[config.mk]
export PLATFORM = sky130hd
export DESIGN_NAME = positional_list_store
export DESIGN_NICKNAME = d
export VERILOG_FILES = /design/src/rtl/core/pls_pkg.sv /design/src/rtl/core/positional_list_store.sv /design/src/rtl/core/pls_ctrl.sv /design/src/rtl/core/pls_dp.sv
export SDC_FILE = /design/constraint.sdc
export NUM_CORES = 2
export LEC_CHECK = 0
export BUFFER_PORTS_ARGS = -buffer_cell sky130_fd_sc_hd__clkbuf_2
export CORE_MARGIN = 4
export CORE_UTILIZATION = 45
export CTS_BUF_LIST = sky130_fd_sc_hd__clkbuf_8
export CTS_CLUSTER_DIAMETER = 150
export DETAILED_ROUTE_END_ITERATION = 8
export GPL_ROUTABILITY_DRIVEN = 0
export PLACE_DENSITY_LB_ADDON = 0.08
export SKIP_LAST_GASP = 1
export SLEW_MARGIN = 20
export SYNTH_ARGS = -nofsm -noshare
export SYNTH_HDL_FRONTEND = slang
export SYNTH_SLANG_ARGS = --single-unit
[constraint.sdc]
create_clock -name clk -period 6.9 [get_ports clk]
set_input_delay 1.38 -clock clk [delete_from_list [all_inputs] [get_ports clk]]
set_output_delay 1.38 -clock clk [all_outputs]
set_load 0.01 [all_outputs]
[src/rtl/core/pls_pkg.sv]
// Shared types and constants for the positional list store.
// Used by pls_ctrl, pls_dp and positional_list_store; depends on nothing.
`default_nettype none

package pls_pkg;

  // Defaults for the top-level parameters.
  localparam int CAPACITY_DEF   = 16;
  localparam int DATA_WIDTH_DEF = 32;

  // Fixed field widths of the request and the result.
  localparam int OPCODE_W = 3;
  localparam int POS_W    = 5;
  localparam int ENTRY_W  = 32;
  localparam int COUNT_W  = 5;
  localparam int LIMIT_W  = 5;

  localparam logic [LIMIT_W-1:0] LIMIT_RESET = 5'd16;

  typedef enum logic [OPCODE_W-1:0] {
    OP_INSERT  = 3'd0,
    OP_REMOVE  = 3'd1,
    OP_GET     = 3'd2,
    OP_REPLACE = 3'd3,
    OP_CLEAR   = 3'd4
  } op_t;

  typedef enum logic {
    ST_EMPTY = 1'b0,
    ST_FULL  = 1'b1
  } state_t;

  // Command from the controller to the datapath.
  typedef struct packed {
    logic exec;
  } pls_cmd_t;

endpackage

`default_nettype wire

[src/rtl/core/positional_list_store.sv]
// Top level of the positional list store: stream ports, configuration port.
// Depends on pls_pkg, pls_ctrl and pls_dp.
//
// An ordered list of up to CAPACITY entries addressed by 1-based position.
// Each request item on the slave stream carries an opcode (insert, remove,
// get, replace, clear), a position and an entry, and produces exactly one
// result item on the master stream with ok, the read value and the count
// after the request. Insert shifts every later entry up one cell and remove
// shifts them down one cell, all cells moving in the same clock, so every
// request finishes in the cycle it is accepted and its result is shown from
// the next cycle in an output register. A new request is accepted in the
// cycle the previous result is taken, so the block sustains one item per
// cycle when the downstream side keeps tready high. A request that cannot
// be performed (position 0 or out of range, insert into a full list, an
// unused opcode) leaves the list untouched and reports ok = 0 with a read
// value of zero. The capacity limit register is written through the cfg
// channel, which is always ready; it should be written only while no
// request is outstanding. A limit above CAPACITY acts as CAPACITY and a
// limit of zero makes every insert fail. Entries are kept to DATA_WIDTH bits
// (at most 32); cells at unused positions are never read.
`default_nettype none

module positional_list_store
  import pls_pkg::*;
#(
  parameter int CAPACITY   = CAPACITY_DEF,
  parameter int DATA_WIDTH = DATA_WIDTH_DEF
) (
  input  wire logic               clk,
  input  wire logic               rst,
  // Request stream.
  input  wire logic               s_tvalid,
  output logic                    s_tready,
  input  wire logic [39:0]        s_tdata,   // opcode[2:0], position[7:3], entry[39:8]
  // Result stream.
  output logic                    m_tvalid,
  input  wire logic               m_tready,
  output logic [39:0]             m_tdata,   // ok[0], read_value[32:1], count[37:33], zero
  // Capacity limit write channel.
  input  wire logic               cfg_valid,
  output logic                    cfg_ready,
  input  wire logic [LIMIT_W-1:0] cfg_data
);

  pls_cmd_t             cmd;
  logic                 res_ok;
  logic [ENTRY_W-1:0]   res_rd;
  logic [COUNT_W-1:0]   res_count;

  assign cfg_ready = 1'b1;

  pls_ctrl u_ctrl (
    .clk      (clk),
    .rst      (rst),
    .s_tvalid (s_tvalid),
    .s_tready (s_tready),
    .m_tvalid (m_tvalid),
    .m_tready (m_tready),
    .cmd      (cmd)
  );

  pls_dp #(
    .CAPACITY   (CAPACITY),
    .DATA_WIDTH (DATA_WIDTH)
  ) u_dp (
    .clk       (clk),
    .rst       (rst),
    .cmd       (cmd),
    .opcode    (s_tdata[2:0]),
    .position  (s_tdata[7:3]),
    .entry     (s_tdata[39:8]),
    .cfg_we    (cfg_valid && cfg_ready),
    .cfg_data  (cfg_data),
    .res_ok    (res_ok),
    .res_rd    (res_rd),
    .res_count (res_count)
  );

  assign m_tdata = {2'b00, res_count, res_rd, res_ok};

endmodule

`default_nettype wire

[src/rtl/core/pls_ctrl.sv]
// Handshake controller of the positional list store.
// Depends on pls_pkg; drives pls_dp through a pls_cmd_t command.
`default_nettype none

module pls_ctrl
  import pls_pkg::*;
(
  input  wire logic     clk,
  input  wire logic     rst,
  input  wire logic     s_tvalid,
  output logic          s_tready,
  output logic          m_tvalid,
  input  wire logic     m_tready,
  output pls_cmd_t      cmd
);

  state_t state;
  state_t state_next;

  always_ff @(posedge clk) begin
    if (rst) begin
      state <= ST_EMPTY;
    end else begin
      state <= state_next;
    end
  end

  always_comb begin
    state_next = state;
    s_tready   = 1'b0;
    m_tvalid   = 1'b0;
    case (state)
      ST_EMPTY: begin
        s_tready = 1'b1;
        if (s_tvalid) begin
          state_next = ST_FULL;
        end
      end
      ST_FULL: begin
        // The result register is freed in the same cycle it is taken.
        m_tvalid = 1'b1;
        s_tready = m_tready;
        if (m_tready && !s_tvalid) begin
          state_next = ST_EMPTY;
        end
      end
      default: begin
        state_next = ST_EMPTY;
      end
    endcase
    cmd.exec = s_tvalid && s_tready;
  end

endmodule

`default_nettype wire

[src/rtl/core/pls_dp.sv]
// Datapath of the positional list store: a row of entry cells that shift
// in parallel, the occupancy and limit registers and the result register.
// Depends on pls_pkg; commanded by pls_ctrl.
`default_nettype none

module pls_dp
  import pls_pkg::*;
#(
  parameter int CAPACITY   = CAPACITY_DEF,
  parameter int DATA_WIDTH = DATA_WIDTH_DEF
) (
  input  wire logic                clk,
  input  wire logic                rst,
  input  wire pls_cmd_t            cmd,
  input  wire logic [OPCODE_W-1:0] opcode,
  input  wire logic [POS_W-1:0]    position,
  input  wire logic [ENTRY_W-1:0]  entry,
  input  wire logic                cfg_we,
  input  wire logic [LIMIT_W-1:0]  cfg_data,
  output logic                     res_ok,
  output logic [ENTRY_W-1:0]       res_rd,
  output logic [COUNT_W-1:0]       res_count
);

  localparam int SW   = (DATA_WIDTH < ENTRY_W) ? DATA_WIDTH : ENTRY_W;
  localparam int IW   = (CAPACITY > 1) ? $clog2(CAPACITY) : 1;
  localparam int CW   = $clog2(CAPACITY + 1);
  localparam int CMPW = ((CW > POS_W) ? CW : POS_W) + 1;
  localparam logic [CMPW-1:0] CAP_C = CMPW'(CAPACITY);

  logic [SW-1:0]      cells      [CAPACITY];
  logic [SW-1:0]      cells_next [CAPACITY];
  logic [SW-1:0]      up_src     [CAPACITY];
  logic [SW-1:0]      dn_src     [CAPACITY];
  logic [CW-1:0]      occ;
  logic [CW-1:0]      occ_next;
  logic [LIMIT_W-1:0] limit;

  logic [POS_W-1:0] pos_m1;
  logic [IW-1:0]    idx;
  logic [SW-1:0]    val_s;
  logic [CMPW-1:0]  pos_c;
  logic [CMPW-1:0]  occ_c;
  logic [CMPW-1:0]  lim_c;
  logic [CMPW-1:0]  eff_c;
  logic             pos_in;
  logic             ok_c;
  logic [ENTRY_W-1:0] rd_c;

  // Neighbor taps for the shift up (insert) and shift down (remove).
  for (genvar g = 0; g < CAPACITY; g++) begin : g_tap
    if (g == 0) begin : g_first
      assign up_src[g] = cells[g];
    end else begin : g_rest
      assign up_src[g] = cells[g-1];
    end
    if (g == CAPACITY - 1) begin : g_last
      assign dn_src[g] = cells[g];
    end else begin : g_inner
      assign dn_src[g] = cells[g+1];
    end
  end

  always_comb begin
    pos_m1 = position - POS_W'(1);
    idx    = IW'(pos_m1);
    val_s  = SW'(entry);
    pos_c  = CMPW'(position);
    occ_c  = CMPW'(occ);
    lim_c  = CMPW'(limit);
    eff_c  = (lim_c > CAP_C) ? CAP_C : lim_c;
    pos_in = (pos_c != '0) && (pos_c <= occ_c);

    cells_next = cells;
    occ_next   = occ;
    ok_c       = 1'b0;
    rd_c       = '0;
    case (opcode)
      OP_INSERT: begin
        if ((pos_c != '0) && (pos_c <= occ_c + CMPW'(1)) && (occ_c < eff_c)) begin
          ok_c     = 1'b1;
          occ_next = occ + CW'(1);
          for (int i = 0; i < CAPACITY; i++) begin
            if (IW'(i) == idx) begin
              cells_next[i] = val_s;
            end else if (IW'(i) > idx) begin
              cells_next[i] = up_src[i];
            end
          end
        end
      end
      OP_REMOVE: begin
        if (pos_in) begin
          ok_c     = 1'b1;
          occ_next = occ - CW'(1);
          for (int i = 0; i < CAPACITY; i++) begin
            if (IW'(i) >= idx) begin
              cells_next[i] = dn_src[i];
            end
          end
        end
      end
      OP_GET: begin
        if (pos_in) begin
          ok_c = 1'b1;
          rd_c = ENTRY_W'(cells[idx]);
        end
      end
      OP_REPLACE: begin
        if (pos_in) begin
          ok_c            = 1'b1;
          rd_c            = ENTRY_W'(cells[idx]);
          cells_next[idx] = val_s;
        end
      end
      OP_CLEAR: begin
        ok_c     = 1'b1;
        occ_next = '0;
      end
      default: begin
        ok_c = 1'b0;
      end
    endcase
  end

  always_ff @(posedge clk) begin
    if (rst) begin
      occ   <= '0;
      limit <= LIMIT_RESET;
    end else begin
      if (cmd.exec) begin
        occ <= occ_next;
      end
      if (cfg_we) begin
        limit <= cfg_data;
      end
    end
  end

  always_ff @(posedge clk) begin
    if (cmd.exec) begin
      cells     <= cells_next;
      res_ok    <= ok_c;
      res_rd    <= rd_c;
      res_count <= COUNT_W'(occ_next);
    end
  end

`ifndef SYNTHESIS
  a_occ_bound: assert property (@(posedge clk) disable iff (rst)
    CMPW'(occ) <= CAP_C)
    else $error("occupancy above capacity");

  a_clear_empties: assert property (@(posedge clk) disable iff (rst)
    cmd.exec && (opcode == OP_CLEAR) |=> (occ == '0) && res_ok)
    else $error("clear did not empty the list");

  a_fail_reads_zero: assert property (@(posedge clk) disable iff (rst)
    cmd.exec |=> res_ok || (res_rd == '0))
    else $error("failed request returned a nonzero value");

  a_get_keeps_count: assert property (@(posedge clk) disable iff (rst)
    cmd.exec && (opcode == OP_GET) |=> occ == $past(occ))
    else $error("get changed the occupancy");
`endif

endmodule

`default_nettype wire
==> qor.csv <==
metric,value,unit
PD cells,210,nW/um^2
I/O Pins,93,
Starting DRT DRC Count,5794,
Worst-Margin Slew,1.34,ns
Setup crit start kind,input port,
highest routed layer,met5,
dpl hpwl,101000,um
Final period util,75.6,%
critical path class,input port to register,
Post-DRT Antenna Nets,0,
cts hold-fix bufs,0,
nets,3663,
Fillers,7816,
Die X,303,um
routed metal-1 wirelength,65700,um
Syn Std Cell Area,39300,um^2
DIE AREA,92000,um^2
largest net degree at the start of global routing,219,
CTS max path bufs,3,
DRC violations left,0,
first-pass GRT wire length,252000,um
# rows,108,
global route total overflow,0,
Post-Route Utilization,49.2,%
minimum clock period,5.22,ns
Yosys cell types,68,
post-CTS sizing,0,
"CTS clk-pin slew, worst paths",0.06,ns
routed wl met3,26200,um
Vias/cell,7.79,
"commonest cells after routing, fill and taps aside","550 x edfxtp_1, 476 x o21ai_0, 368 x o22ai_1",
Ys Warns,0,
DR vias,37700,
CTS tree,built,
"Avg Cell Area, Syn",10.4,um^2
Avg WL per Cell,36.4,um
Cells after Synth,3781,
static leakage,15.4,nW
fraction of layout cells with a size suffix above 1,16.0,%
Hold WC Path Type,register to register,
CORE AREA,86600,um^2
# setup viols final,0,
GRT Util Overall,37.0,%
max cap viols,0,
"Top FF cell, synth",edfxtp_1,
setup TNS,0,ns
Port Buf Inserts,89,
Critical Path End Type,register,
Clock Latency Late Sink,0.78,ns
Crit Path Max Fanout,54,
Seq cells post-synth,561,
WP data required,7.31,ns
sequential fraction of the synthesis area,42.6,%
number of buffers created by CTS,109,
peak supply drop,134,uV
clock sink count,561,
worst rel slew slack,10.3,%
Routed WL,176000,um
Die Y,303,um
"commonest non-fill, non-tap cell in the layout",edfxtp_1,
P&R area growth vs syn,8.51,%
fmax,0.192,GHz
multi-input logic area,20800,um^2
Sequential Area,16700,um^2
initial antenna violation count,11,
first drt pass iteration count,7,
Initial Util,45.3,%
asr flop ratio synth,0,%
number of global-route vias before repair,35600,
Final Skew,0.0421,ns
buffer count from post-CTS setup fixing,0,
status,finished clean,
Root Driver,clkbuf_8,
"EDFF count, synth",550,
Final Hold Fails,0,
htree depth,3,
RSZ-0062 raised after global routing,false,
Max Slew Vio Count,0,
CP Data Arrival Time,5.63,ns
metal2 WL,74600,um
-- registers in the layout, summed over array words and instances (netlist names) --
signal          count
u_dp.res_count      5
u_ctrl.state        1
u_dp.occ            5
u_dp.limit          5
u_dp.cells        512
u_dp.res_rd        32
u_dp.res_ok         1
-- stage by stage --
| stage | cell area, um^2 | instances | hold WS (ns) | setup WS, ns | power (mW) |
|---|---|---|---|---|---|
| CTS | 42600 | 4832 | 0.509 | 1.80 | 8.89 |
| global route | 42600 | 4837 | 0.524 | 1.51 | 9.19 |
| floorplan | 39300 | 3782 | 0.452 | 1.19 | 5.14 |
| global placement | 40600 | 4634 | 0.487 | 1.12 | 5.79 |
| finish | 42600 | 4838 | 0.500 | 1.68 | 8.94 |
| detailed placement | 40700 | 4636 | 0.494 | 0.998 | 5.83 |
-- worst paths after layout --
path | endpoint | cells after the start | slack, ns | from
worst max-delay path | u_dp.cells[434] | 11 | 1.68 | s_tdata[3]
worst min register to register | u_dp.limit[2] | 2 | 0.50 | u_dp.limit[2]
worst max register to register | u_dp.cells[434] | 12 | 2.18 | u_dp.occ[0]
worst min-delay path | u_dp.limit[2] | 2 | 0.50 | u_dp.limit[2]
-- cell type report --
type | instances | area share [%]
diodes | 6 | 0.0352
clock buffers | 110 | 3.55
clock inverters | 86 | 0.878
inverters | 19 | 0.191
multi-input cells | 2686 | 48.8
flip-flops and latches | 561 | 39.3
well taps | 1155 | 3.39
repair buffers | 215 | 3.91
-- cells by family after synthesis --
kind of cell | Yosys count | share of synthesized area, %
AO/OA/AOI/OAI | 1907 | 31.1
flip-flops | 561 | 42.6
buffers and inverters | 535 | 5.68
AND/OR/NAND/NOR | 423 | 6.40
multiplexers | 325 | 13.4
adder cells (fa/ha/maj) | 21 | 0.669
XOR/XNOR | 7 | 0.156
other | 2 | 0.0191
-- cell usage after synthesis (all sizes together), types with 2 or more instances --
library cell | number | area [um^2]
or3 | 2 | 12.5
o21ai | 495 | 2500
nand2 | 42 | 180
and3 | 306 | 1910
clkbuf | 369 | 1390
mux4 | 160 | 3600
o221ai | 2 | 17.5
nor3 | 10 | 60.1
a31oi | 8 | 50.1
a22o | 176 | 1540
o22ai | 368 | 2300
buf | 147 | 768
inv | 18 | 67.6
nor4b | 2 | 32.5
o211ai | 3 | 22.5
o41ai | 2 | 17.5
a21o | 2 | 15.0
o22a | 174 | 1520
a211oi | 281 | 2110
edfxtp | 550 | 16500
a22oi | 2 | 25.0
nand3 | 8 | 40.0
o21a | 3 | 22.5
or4 | 2 | 15.0
mux2i | 165 | 1650
nor2 | 34 | 148
a2bb2oi | 3 | 38.8
ha | 21 | 263
nor2b | 5 | 31.3
dfxtp | 11 | 220
nor4 | 3 | 18.8
or2 | 3 | 18.8
a21oi | 376 | 1890
nand2b | 3 | 18.8
o2bb2ai | 3 | 38.8
conb | 2 | 7.51
xnor2 | 7 | 61.3
-- worst max-delay path: stages --
cell and delay (ns):
buf_8 0.48, inv_1 0.36, ha_4 0.26, nor4b_4 0.14, a211oi_1 0.31, o21ai_1 0.25, nor3_2 0.39, o21ai_4 0.25
buf_4 0.33, a21oi_4 0.86, buf_4 0.52
-- routing by layer --
metal	GRT usage (%)	vias to the layer above
met5	0	-
met4	19.3	2
met3	12.6	551
met2	52.9	3350
met1	49.8	18700
li1	-	15100
-- power by group --
group	switching (mW)	leakage, nW	internal [mW]
sequential	0.0937	5.12	3.90
clock	1.62	1.11	1.47
combinational	1.24	9.19	0.613
No activity file was read; power rests on OpenSTA's default activity.
